**config.mk**
```make
export PLATFORM = sky130hd
export DESIGN_NAME = shunting_yard_infix_to_postfix_top
export DESIGN_NICKNAME = d
export VERILOG_FILES = /design/src/syi_pkg.sv /design/src/syi_ram.sv /design/src/syi_pop_unit.sv /design/src/shunting_yard_infix_to_postfix_top.sv
export SDC_FILE = /design/constraint.sdc
export NUM_CORES = 1
export LEC_CHECK = 0
export BUFFER_PORTS_ARGS = -buffer_cell sky130_fd_sc_hd__buf_2
export CAP_MARGIN = 20
export CORE_MARGIN = 5
export CORE_UTILIZATION = 56
export CTS_CLUSTER_DIAMETER = 60
export DETAILED_ROUTE_END_ITERATION = 7
export PLACE_DENSITY = 0.85
export SLEW_MARGIN = 30
export SYNTH_ARGS = -nofsm -noshare
export SYNTH_HDL_FRONTEND = slang
export SYNTH_SLANG_ARGS = --single-unit
```
**constraint.sdc**
```tcl
create_clock -name i_clk -period 3.9 [get_ports i_clk]
set_input_delay 0.195 -clock i_clk [delete_from_list [all_inputs] [get_ports i_clk]]
set_output_delay 0.195 -clock i_clk [all_outputs]
set_load 0.01 [all_outputs]
```
**src/syi_pkg.sv**
```systemverilog
// ----------------------------------------------------------------------------
// syi_pkg
// types, token codes and constants of the infix to postfix converter
// ----------------------------------------------------------------------------
package syi_pkg;

    localparam int STACK_DEPTH_DEF = 32;
    localparam int IN_TDATA_W      = 40;
    localparam int OUT_TDATA_W     = 40;
    localparam int CFG_IDX_W       = 2;
    localparam int CFG_DATA_W      = 8;

    // input token kinds
    localparam logic [2:0] K_VALUE = 3'd0;
    localparam logic [2:0] K_VAR   = 3'd1;
    localparam logic [2:0] K_FUNC  = 3'd2;
    localparam logic [2:0] K_COMMA = 3'd3;
    localparam logic [2:0] K_OP    = 3'd4;
    localparam logic [2:0] K_LPAR  = 3'd5;
    localparam logic [2:0] K_RPAR  = 3'd6;
    localparam logic [2:0] K_END   = 3'd7;

    // result kinds
    localparam logic [2:0] OUT_FUNC   = 3'd2;
    localparam logic [2:0] OUT_OP     = 3'd3;
    localparam logic [2:0] OUT_STATUS = 3'd4;

    // error codes
    localparam logic [2:0] ERR_NONE        = 3'd0;
    localparam logic [2:0] ERR_RPAR_EMPTY  = 3'd1;
    localparam logic [2:0] ERR_UNMATCHED_R = 3'd2;
    localparam logic [2:0] ERR_UNMATCHED_L = 3'd3;
    localparam logic [2:0] ERR_OVERFLOW    = 3'd4;

    // configuration register indexes
    localparam logic [CFG_IDX_W-1:0] CFG_MINUS  = 2'd0;
    localparam logic [CFG_IDX_W-1:0] CFG_PLUS   = 2'd1;
    localparam logic [CFG_IDX_W-1:0] CFG_UMINUS = 2'd2;
    localparam logic [CFG_IDX_W-1:0] CFG_UPREC  = 2'd3;

    localparam logic [7:0] MINUS_RST  = 8'd45;
    localparam logic [7:0] PLUS_RST   = 8'd43;
    localparam logic [7:0] UMINUS_RST = 8'd126;
    localparam logic [2:0] UPREC_RST  = 3'd5;

    typedef enum logic [1:0] {
        E_FUNC,
        E_OP,
        E_LPAR
    } t_ent_kind;

    typedef struct packed {
        t_ent_kind   kind;
        logic [31:0] payload;
        logic [2:0]  prec;
        logic        lassoc;
    } t_entry;

    localparam int ENTRY_W = $bits(t_entry);

    typedef struct packed {
        logic       pop;
        logic       emit;
        logic       found;
        logic       finish;
        logic [2:0] err;
    } t_pop_dec;

endpackage

```
**src/syi_ram.sv**
```systemverilog
// ----------------------------------------------------------------------------
// syi_ram
// generic single-write, single-read ram with registered read data
// ----------------------------------------------------------------------------
module syi_ram #(
    parameter int WIDTH = 8,
    parameter int DEPTH = 32
) (
    input  logic                     i_clk,
    input  logic                     i_we,
    input  logic [$clog2(DEPTH)-1:0] i_waddr,
    input  logic [WIDTH-1:0]         i_wdata,
    input  logic                     i_re,
    input  logic [$clog2(DEPTH)-1:0] i_raddr,
    output logic [WIDTH-1:0]         o_rdata
);

    logic [WIDTH-1:0] r_mem [DEPTH];
    logic [WIDTH-1:0] r_rdata;

    always_ff @(posedge i_clk) begin
        if (i_we) begin
            r_mem[i_waddr] <= i_wdata;
        end
        if (i_re) begin
            r_rdata <= r_mem[i_raddr];
        end
    end

    assign o_rdata = r_rdata;

endmodule

```
**src/syi_pop_unit.sv**
```systemverilog
// ----------------------------------------------------------------------------
// syi_pop_unit
// compares the current token against the stack top and decides one pop step
// ----------------------------------------------------------------------------
module syi_pop_unit (
    input  logic [2:0]        i_tok_kind,
    input  logic [2:0]        i_tok_prec,
    input  logic              i_tok_lassoc,
    input  logic              i_found,
    input  syi_pkg::t_entry   i_top,
    output syi_pkg::t_pop_dec o_dec
);
    import syi_pkg::*;

    logic w_higher;

    assign w_higher = (i_tok_prec < i_top.prec) ||
                      (i_tok_lassoc && (i_tok_prec == i_top.prec));

    always_comb begin
        o_dec = '0;
        case (i_tok_kind)
            K_COMMA: begin
                if (i_top.kind == E_LPAR) begin
                    o_dec.finish = 1'b1;
                end else begin
                    o_dec.pop  = 1'b1;
                    o_dec.emit = 1'b1;
                end
            end
            K_OP: begin
                if (i_top.kind == E_OP && w_higher) begin
                    o_dec.pop  = 1'b1;
                    o_dec.emit = 1'b1;
                end else begin
                    o_dec.finish = 1'b1;
                end
            end
            K_END: begin
                if (i_top.kind == E_LPAR) begin
                    o_dec.finish = 1'b1;
                    o_dec.err    = ERR_UNMATCHED_L;
                end else begin
                    o_dec.pop  = 1'b1;
                    o_dec.emit = 1'b1;
                end
            end
            K_RPAR: begin
                if (i_found) begin
                    // function lying beneath the matched parenthesis
                    o_dec.finish = 1'b1;
                    if (i_top.kind == E_FUNC) begin
                        o_dec.pop  = 1'b1;
                        o_dec.emit = 1'b1;
                    end
                end else begin
                    o_dec.pop = 1'b1;
                    if (i_top.kind == E_LPAR) begin
                        o_dec.found = 1'b1;
                    end else begin
                        o_dec.emit = 1'b1;
                    end
                end
            end
            default: begin
                o_dec.finish = 1'b1;
            end
        endcase
    end

endmodule

```
**src/shunting_yard_infix_to_postfix_top.sv**
```systemverilog
// ----------------------------------------------------------------------------
// shunting_yard_infix_to_postfix_top
// Converts infix tokens to postfix tokens over a bounded operator stack held
// in a small ram with registered read. One token is taken at a time;
// o_s_tready is high only while the converter is idle. A value or variable
// passes straight to the result stage, a function or left parenthesis is pushed,
// and every stack entry examined takes a stack read, then a compare in the
// shared pop unit; an operator pops entries and is then pushed. An error that
// follows popped tokens first sends the last popped token, then the status,
// and an output stall holds the converter. Each token yields at least one
// result transaction, the final one marked by tlast; a token that emits
// nothing yields a status result with kind 4.
// ----------------------------------------------------------------------------
module shunting_yard_infix_to_postfix_top #(
    parameter int STACK_DEPTH = syi_pkg::STACK_DEPTH_DEF
) (
    input  logic                              i_clk,
    input  logic                              i_rst_n,
    // tdata: payload[31:0], precedence[34:32], left_assoc[35], zero pad
    input  logic [syi_pkg::IN_TDATA_W-1:0]    i_s_tdata,
    // tuser: token_kind[2:0]
    input  logic [2:0]                        i_s_tuser,
    input  logic                              i_s_tvalid,
    output logic                              o_s_tready,
    // tdata: out_payload[31:0], error[34:32], zero pad
    output logic [syi_pkg::OUT_TDATA_W-1:0]   o_m_tdata,
    // tuser: out_kind[2:0]
    output logic [2:0]                        o_m_tuser,
    output logic                              o_m_tlast,
    output logic                              o_m_tvalid,
    input  logic                              i_m_tready,
    input  logic                              i_cfg_wen,
    input  logic [syi_pkg::CFG_IDX_W-1:0]     i_cfg_idx,
    input  logic [syi_pkg::CFG_DATA_W-1:0]    i_cfg_wdata
);
    import syi_pkg::*;

    localparam int AW = $clog2(STACK_DEPTH);
    localparam int CW = $clog2(STACK_DEPTH + 1);
    localparam logic [CW-1:0] FULL = CW'(STACK_DEPTH);

    typedef enum logic [2:0] {
        S_IDLE,
        S_READ,
        S_EVAL,
        S_PUSH,
        S_DONE
    } t_state;

    t_state      r_state;
    logic [2:0]  r_tok_kind;
    logic [31:0] r_tok_payload;
    logic [2:0]  r_tok_prec;
    logic        r_tok_lassoc;
    logic [CW-1:0] r_count;
    logic [2:0]  r_prev;
    logic        r_found;
    logic [2:0]  r_err;
    logic        r_hold_v;
    logic [2:0]  r_hold_kind;
    logic [31:0] r_hold_payload;
    logic        r_m_valid;
    logic [2:0]  r_m_kind;
    logic [31:0] r_m_payload;
    logic [2:0]  r_m_err;
    logic        r_m_last;
    logic [7:0]  r_minus;
    logic [7:0]  r_plus;
    logic [7:0]  r_uminus;
    logic [2:0]  r_uprec;

    logic        w_accept;
    logic        w_out_free;
    logic        w_eval_go;
    logic        w_m_load;
    logic        w_lead;
    logic        w_unary;
    logic        w_skip;
    logic [31:0] w_in_payload;
    logic [2:0]  w_in_prec;
    logic        w_in_lassoc;
    logic [CW-1:0] w_count_m1;
    logic        w_ram_we;
    logic        w_ram_re;
    t_entry      w_wr_entry;
    logic [ENTRY_W-1:0] w_rdata;
    t_entry      w_top;
    t_pop_dec    w_dec;
    logic [2:0]  w_top_out_kind;

    assign w_accept   = i_s_tvalid && o_s_tready;
    assign w_out_free = !r_m_valid || i_m_tready;
    assign w_count_m1 = r_count - CW'(1);
    assign w_eval_go  = !(w_dec.emit && r_hold_v && !w_out_free);
    assign w_m_load   = ((r_state == S_EVAL) && w_eval_go && w_dec.emit && r_hold_v) ||
                        ((r_state == S_DONE) && w_out_free);

    // operator rewrite in leading position
    always_comb begin
        w_lead       = r_prev inside {K_END, K_OP, K_COMMA, K_LPAR};
        w_unary      = w_lead && (i_s_tuser == K_OP) &&
                       (i_s_tdata[31:0] == {24'd0, r_minus});
        w_skip       = w_lead && !w_unary && (i_s_tdata[31:0] == {24'd0, r_plus});
        w_in_payload = w_unary ? {24'd0, r_uminus} : i_s_tdata[31:0];
        w_in_prec    = w_unary ? r_uprec : i_s_tdata[34:32];
        w_in_lassoc  = w_unary ? 1'b0 : i_s_tdata[35];
    end

    always_comb begin
        w_wr_entry.payload = r_tok_payload;
        w_wr_entry.prec    = r_tok_prec;
        w_wr_entry.lassoc  = r_tok_lassoc;
        case (r_tok_kind)
            K_FUNC:  w_wr_entry.kind = E_FUNC;
            K_LPAR:  w_wr_entry.kind = E_LPAR;
            default: w_wr_entry.kind = E_OP;
        endcase
    end

    assign w_ram_we = (r_state == S_PUSH);
    assign w_ram_re = (r_state == S_READ);
    assign w_top    = t_entry'(w_rdata);
    assign w_top_out_kind = (w_top.kind == E_FUNC) ? OUT_FUNC : OUT_OP;

    syi_ram #(
        .WIDTH(ENTRY_W),
        .DEPTH(STACK_DEPTH)
    ) u_stack (
        .i_clk   (i_clk),
        .i_we    (w_ram_we),
        .i_waddr (r_count[AW-1:0]),
        .i_wdata (w_wr_entry),
        .i_re    (w_ram_re),
        .i_raddr (w_count_m1[AW-1:0]),
        .o_rdata (w_rdata)
    );

    syi_pop_unit u_pop (
        .i_tok_kind   (r_tok_kind),
        .i_tok_prec   (r_tok_prec),
        .i_tok_lassoc (r_tok_lassoc),
        .i_found      (r_found),
        .i_top        (w_top),
        .o_dec        (w_dec)
    );

    always_ff @(posedge i_clk) begin
        if (!i_rst_n) begin
            r_minus  <= MINUS_RST;
            r_plus   <= PLUS_RST;
            r_uminus <= UMINUS_RST;
            r_uprec  <= UPREC_RST;
        end else if (i_cfg_wen) begin
            case (i_cfg_idx)
                CFG_MINUS:  r_minus  <= i_cfg_wdata;
                CFG_PLUS:   r_plus   <= i_cfg_wdata;
                CFG_UMINUS: r_uminus <= i_cfg_wdata;
                CFG_UPREC:  r_uprec  <= i_cfg_wdata[2:0];
                default:    r_uprec  <= r_uprec;
            endcase
        end
    end

    always_ff @(posedge i_clk) begin
        if (!i_rst_n) begin
            r_state   <= S_IDLE;
            r_count   <= '0;
            r_prev    <= K_END;
            r_found   <= 1'b0;
            r_err     <= ERR_NONE;
            r_hold_v  <= 1'b0;
            r_m_valid <= 1'b0;
        end else begin
            if (w_m_load) begin
                r_m_valid <= 1'b1;
            end else if (i_m_tready) begin
                r_m_valid <= 1'b0;
            end
            case (r_state)
                S_IDLE: begin
                    if (w_accept) begin
                        r_tok_kind    <= i_s_tuser;
                        r_tok_payload <= w_in_payload;
                        r_tok_prec    <= w_in_prec;
                        r_tok_lassoc  <= w_in_lassoc;
                        r_found       <= 1'b0;
                        case (i_s_tuser)
                            K_VALUE, K_VAR: begin
                                r_err          <= ERR_NONE;
                                r_hold_v       <= 1'b1;
                                r_hold_kind    <= i_s_tuser;
                                r_hold_payload <= i_s_tdata[31:0];
                                r_state        <= S_DONE;
                            end
                            K_FUNC, K_LPAR: begin
                                if (r_count == FULL) begin
                                    r_err   <= ERR_OVERFLOW;
                                    r_state <= S_DONE;
                                end else begin
                                    r_err   <= ERR_NONE;
                                    r_state <= S_PUSH;
                                end
                            end
                            K_OP: begin
                                r_err <= ERR_NONE;
                                if (w_skip) begin
                                    r_state <= S_DONE;
                                end else if (r_count == '0) begin
                                    r_state <= S_PUSH;
                                end else begin
                                    r_state <= S_READ;
                                end
                            end
                            K_RPAR: begin
                                if (r_count == '0) begin
                                    r_err   <= ERR_RPAR_EMPTY;
                                    r_state <= S_DONE;
                                end else begin
                                    r_err   <= ERR_NONE;
                                    r_state <= S_READ;
                                end
                            end
                            default: begin
                                r_err   <= ERR_NONE;
                                r_state <= (r_count == '0) ? S_DONE : S_READ;
                            end
                        endcase
                    end
                end
                S_READ: begin
                    r_state <= S_EVAL;
                end
                S_EVAL: begin
                    if (w_eval_go) begin
                        if (w_dec.emit) begin
                            r_hold_v       <= 1'b1;
                            r_hold_kind    <= w_top_out_kind;
                            r_hold_payload <= w_top.payload;
                            if (r_hold_v) begin
                                r_m_kind    <= r_hold_kind;
                                r_m_payload <= r_hold_payload;
                                r_m_err     <= ERR_NONE;
                                r_m_last    <= 1'b0;
                            end
                        end
                        if (w_dec.pop) begin
                            r_count <= w_count_m1;
                        end
                        r_found <= r_found | w_dec.found;
                        if (w_dec.finish) begin
                            if (w_dec.err != ERR_NONE) begin
                                r_err   <= w_dec.err;
                                r_state <= S_DONE;
                            end else if (r_tok_kind == K_OP) begin
                                if (r_count == FULL) begin
                                    r_err   <= ERR_OVERFLOW;
                                    r_state <= S_DONE;
                                end else begin
                                    r_state <= S_PUSH;
                                end
                            end else begin
                                r_state <= S_DONE;
                            end
                        end else if (w_count_m1 == '0) begin
                            if (r_tok_kind == K_OP) begin
                                r_state <= S_PUSH;
                            end else begin
                                if (r_tok_kind == K_RPAR && !(r_found | w_dec.found)) begin
                                    r_err <= ERR_UNMATCHED_R;
                                end
                                r_state <= S_DONE;
                            end
                        end else begin
                            r_state <= S_READ;
                        end
                    end
                end
                S_PUSH: begin
                    r_count <= r_count + CW'(1);
                    r_state <= S_DONE;
                end
                S_DONE: begin
                    if (w_out_free) begin
                        r_hold_v  <= 1'b0;
                        if (r_err != ERR_NONE && r_hold_v) begin
                            r_m_kind    <= r_hold_kind;
                            r_m_payload <= r_hold_payload;
                            r_m_err     <= ERR_NONE;
                            r_m_last    <= 1'b0;
                        end else begin
                            r_m_last <= 1'b1;
                            if (r_hold_v) begin
                                r_m_kind    <= r_hold_kind;
                                r_m_payload <= r_hold_payload;
                                r_m_err     <= ERR_NONE;
                            end else begin
                                r_m_kind    <= OUT_STATUS;
                                r_m_payload <= '0;
                                r_m_err     <= r_err;
                            end
                            if (r_err != ERR_NONE) begin
                                r_count <= '0;
                                r_prev  <= K_END;
                            end else begin
                                r_prev <= r_tok_kind;
                            end
                            r_state <= S_IDLE;
                        end
                    end
                end
                default: begin
                    r_state <= S_IDLE;
                end
            endcase
        end
    end

    assign o_s_tready = (r_state == S_IDLE);
    assign o_m_tvalid = r_m_valid;
    assign o_m_tdata  = {(OUT_TDATA_W - 35)'(0), r_m_err, r_m_payload};
    assign o_m_tuser  = r_m_kind;
    assign o_m_tlast  = r_m_last;

endmodule

```
==> summary.md <==
| Metric | Value |
|---|---|
| Share of post-route cells with drive strength above 1 | `30.9%` |
| Crit path max fanout | `60` |
| Drt initial violations | `4580` |
| Synth area leader | `edfxtp_1` |
| Die width | `319 µm` |
| Slowest stage cell, crit path | `ha_4` |
| Worst-Skew Late Latency | `750 ps` |
| TritonRoute pass-1 iters | `6` |
| Startpoint Class | `flop` |
| Final Hold Vio Count | `0` |
| Routability cong. | `0.890` |
| Run status | `finished, final reports clean` |
| Post-layout util | `64.7%` |
| Post-synth top cells | `1334 x edfxtp_1, 370 x mux4_2, 152 x nand2_1` |
| Storage cell area | `41000 µm²` |
| Pin count of the biggest net entering global routing | `105` |
| # IOs | `104` |
| Die Y | `319 µm` |
| Finished Cell Area | `61300 µm²` |
| CTS tree | `built` |
| CP max stage delay | `690 ps` |
| Fmax | `276 MHz` |
| ANT cells | `0` |
| Critical setup path kind | `flop to flop` |
| First-pass GRT wire length | `208000 µm` |
| Synth Instances | `2439` |
| Die area | `102000 µm²` |
| Clock root cell | `clkbuf_16` |
| FFs w/ async S/R, synth | `0%` |
| Final period utilization | `92.8%` |
| Initial Util | `56.3%` |
| Final Setup Violations | `0` |
| Via count | `28000` |
| Core Rows | `113` |
| Detailed placer's ending HPWL | `68700 µm` |
| DRC Markers | `0` |
| Worst Path Required | `4390 ps` |
| Fill cell count | `5704` |
| Slew @ Worst Pin | `976 ps` |
| Routed Antenna Nets | `0` |
| Final Skew | `31.4 ps` |
| Yosys Warn Count | `0` |
| Hold buffer count at cts | `65` |
| RSZ-0062 raised after global routing | `false` |
| Worst Hold Class | `primary input to flop` |
| Most used cell, CP | `mux4_2` |
| WP buf/inv | `2` |
| Post-CTS Setup Bufs | `0` |
| Vias per inst | `6.93` |
| VDD IR max | `0.932 mV` |
| Register area share after synthesis | `76.8%` |
| PostCTS Resize Cnt | `0` |
| Count of different cell masters after synthesis | `69` |
| PwrDens | `744 nW/µm²` |
| Number of synthesized register bits | `1379` |
| IO buf count | `94` |
| Top-area cell type share of the netlist area | `75.1%` |
| Mapped Area | `53400 µm²` |
| CTS Buf Count | `133` |
| Clk sinks | `1379` |
| Area growth syn-to-layout | `14.9%` |
| Avg Cell Area, Syn | `21.9 µm²` |
| Core area | `94700 µm²` |
| Global Route Usage Sum | `28.7%` |
| Vias in the first global route | `28400` |
| Multi-input gate area | `11900 µm²` |
| Final Net Count | `2743` |
| Final min period | `3620 ps` |
| Max clock buf depth | `3` |
| Slew Limit Fails | `0` |
| Leakage power | `19.1 nW` |
| Initial antenna violation count | `3` |
| Routed WL | `146000 µm` |
| Number of synthesized flops with an enable pin | `1334` |
| CP delay by family, top | `multiplexers` |
| Global route overflow | `0` |
| Crit end category | `flop` |
| Reg2Reg Setup Slack | `280 ps` |
| Max-slew headroom | `34.9%` |
| Max Cap Viol | `0` |
| Clk slew on worst S/H paths | `60 ps` |
| CP arrival | `4110 ps` |
| Prevailing post-synth register cell | `edfxtp_1` |
| Top-count cell post-synth | `edfxtp_1` |
| WHS | `219 ps` |
| WL per Instance | `36.1 µm` |
| TNS Setup | `0 ps` |
| Top post-synthesis cells by area | `edfxtp_1 75%, mux4_2 16%, dfxtp_1 1.7%` |
| H-tree levels | `4` |
| Critical path cell sequence | `inv_1, ha_4, buf_12, mux4_2, mux4_2, mux2_2` |
| DP Area | `56100 µm²` |
state kept, by name (all words and copies together), names as in the netlist, 6 cells and up:
register / count
u_stack.r_mem: 1184
r_hold_payload: 32
u_stack.o_rdata: 37
r_m_payload: 32
r_count: 6
r_tok_payload: 32
r_uminus: 8
r_plus: 8
r_minus: 8
cell type report:
type	count	area share, %
tap	1265	2.58
clock inverter	70	1.18
timing repair buffer	252	3.95
inverter	9	0.0551
multi-input combinational	901	19.5
sequential	1379	66.8
clock buffer	163	5.90
metal layers:
layer  wire length [µm]  track usage, %
met1              48500            37.1
met5                 18               0
met2              71600            46.8
met3              18100            7.63
met4               7690            12.3
worst paths after layout:
path                               startpoint                   to  cells past startpoint
worst min register to register    r_uminus[1]          r_uminus[1]                      2
worst max register to register     r_count[0]  u_stack.o_rdata[36]                      6
worst min-delay path            i_s_tdata[16]    r_tok_payload[16]                      2
worst max-delay path               r_count[0]  u_stack.o_rdata[36]                      6
power by group:
part,switching (mW),internal (mW)
clock,5.69,7.26
sequential,0.646,17.5
combinational,7.48,7.05
metrics by stage:
step	power, mW	std cells	setup WS, ps
final	45.6	4039	281
after global placement	31.5	3729	525
after global routing	47.1	4039	117
after floorplan	28.4	2443	43.9
after CTS	45.5	4027	337
after detailed placement	32.3	3729	474
worst reg2reg max path: cells and delay by family, from the launching register on:
kind	cells	cell delay, ps
buffers and inverters	2	710
adder cells (fa/ha/maj)	1	700
multiplexers	3	1360
flip-flops	1	610
logic make-up (layout without fill, tap and decap cells):
group,Yosys count,after routing,share of synthesized area [%]
buffers and inverters,163,494,1.47
other,1,5,0.00703
flip-flops,1379,1379,76.8
multiplexers,438,438,17.0
AO/OA/AOI/OAI,79,79,1.06
AND/OR/NAND/NOR,349,349,3.13
XOR/XNOR,21,21,0.345
adder cells (fa/ha/maj),9,9,0.211
layout by cell type, fill, tap and decap left out, types with 8 or more instances in the layout:
cell type | netlist | routed
o21ai_0 | 9 | 9
clkbuf_16 | 0 | 139
nor2_4 | 1 | 33
nor3_1 | 12 | 11
nor2_1 | 65 | 33
nand2_1 | 152 | 151
a21oi_1 | 22 | 20
mux4_2 | 370 | 370
nand3_1 | 16 | 16
inv_1 | 9 | 9
buf_4 | 7 | 39
dlygate4sd3_1 | 0 | 65
nor2b_1 | 40 | 40
clkbuf_1 | 88 | 19
clkinv_2 | 0 | 15
nor4_1 | 8 | 8
xnor2_1 | 14 | 13
mux2_2 | 49 | 49
mux2i_1 | 19 | 19
buf_2 | 40 | 94
clkinv_1 | 0 | 27
buf_12 | 0 | 42
edfxtp_1 | 1334 | 1334
dfxtp_1 | 45 | 44
ha_1 | 9 | 8
bufinv_16 | 0 | 9
Note: power is estimated with default switching activity, not from simulation.
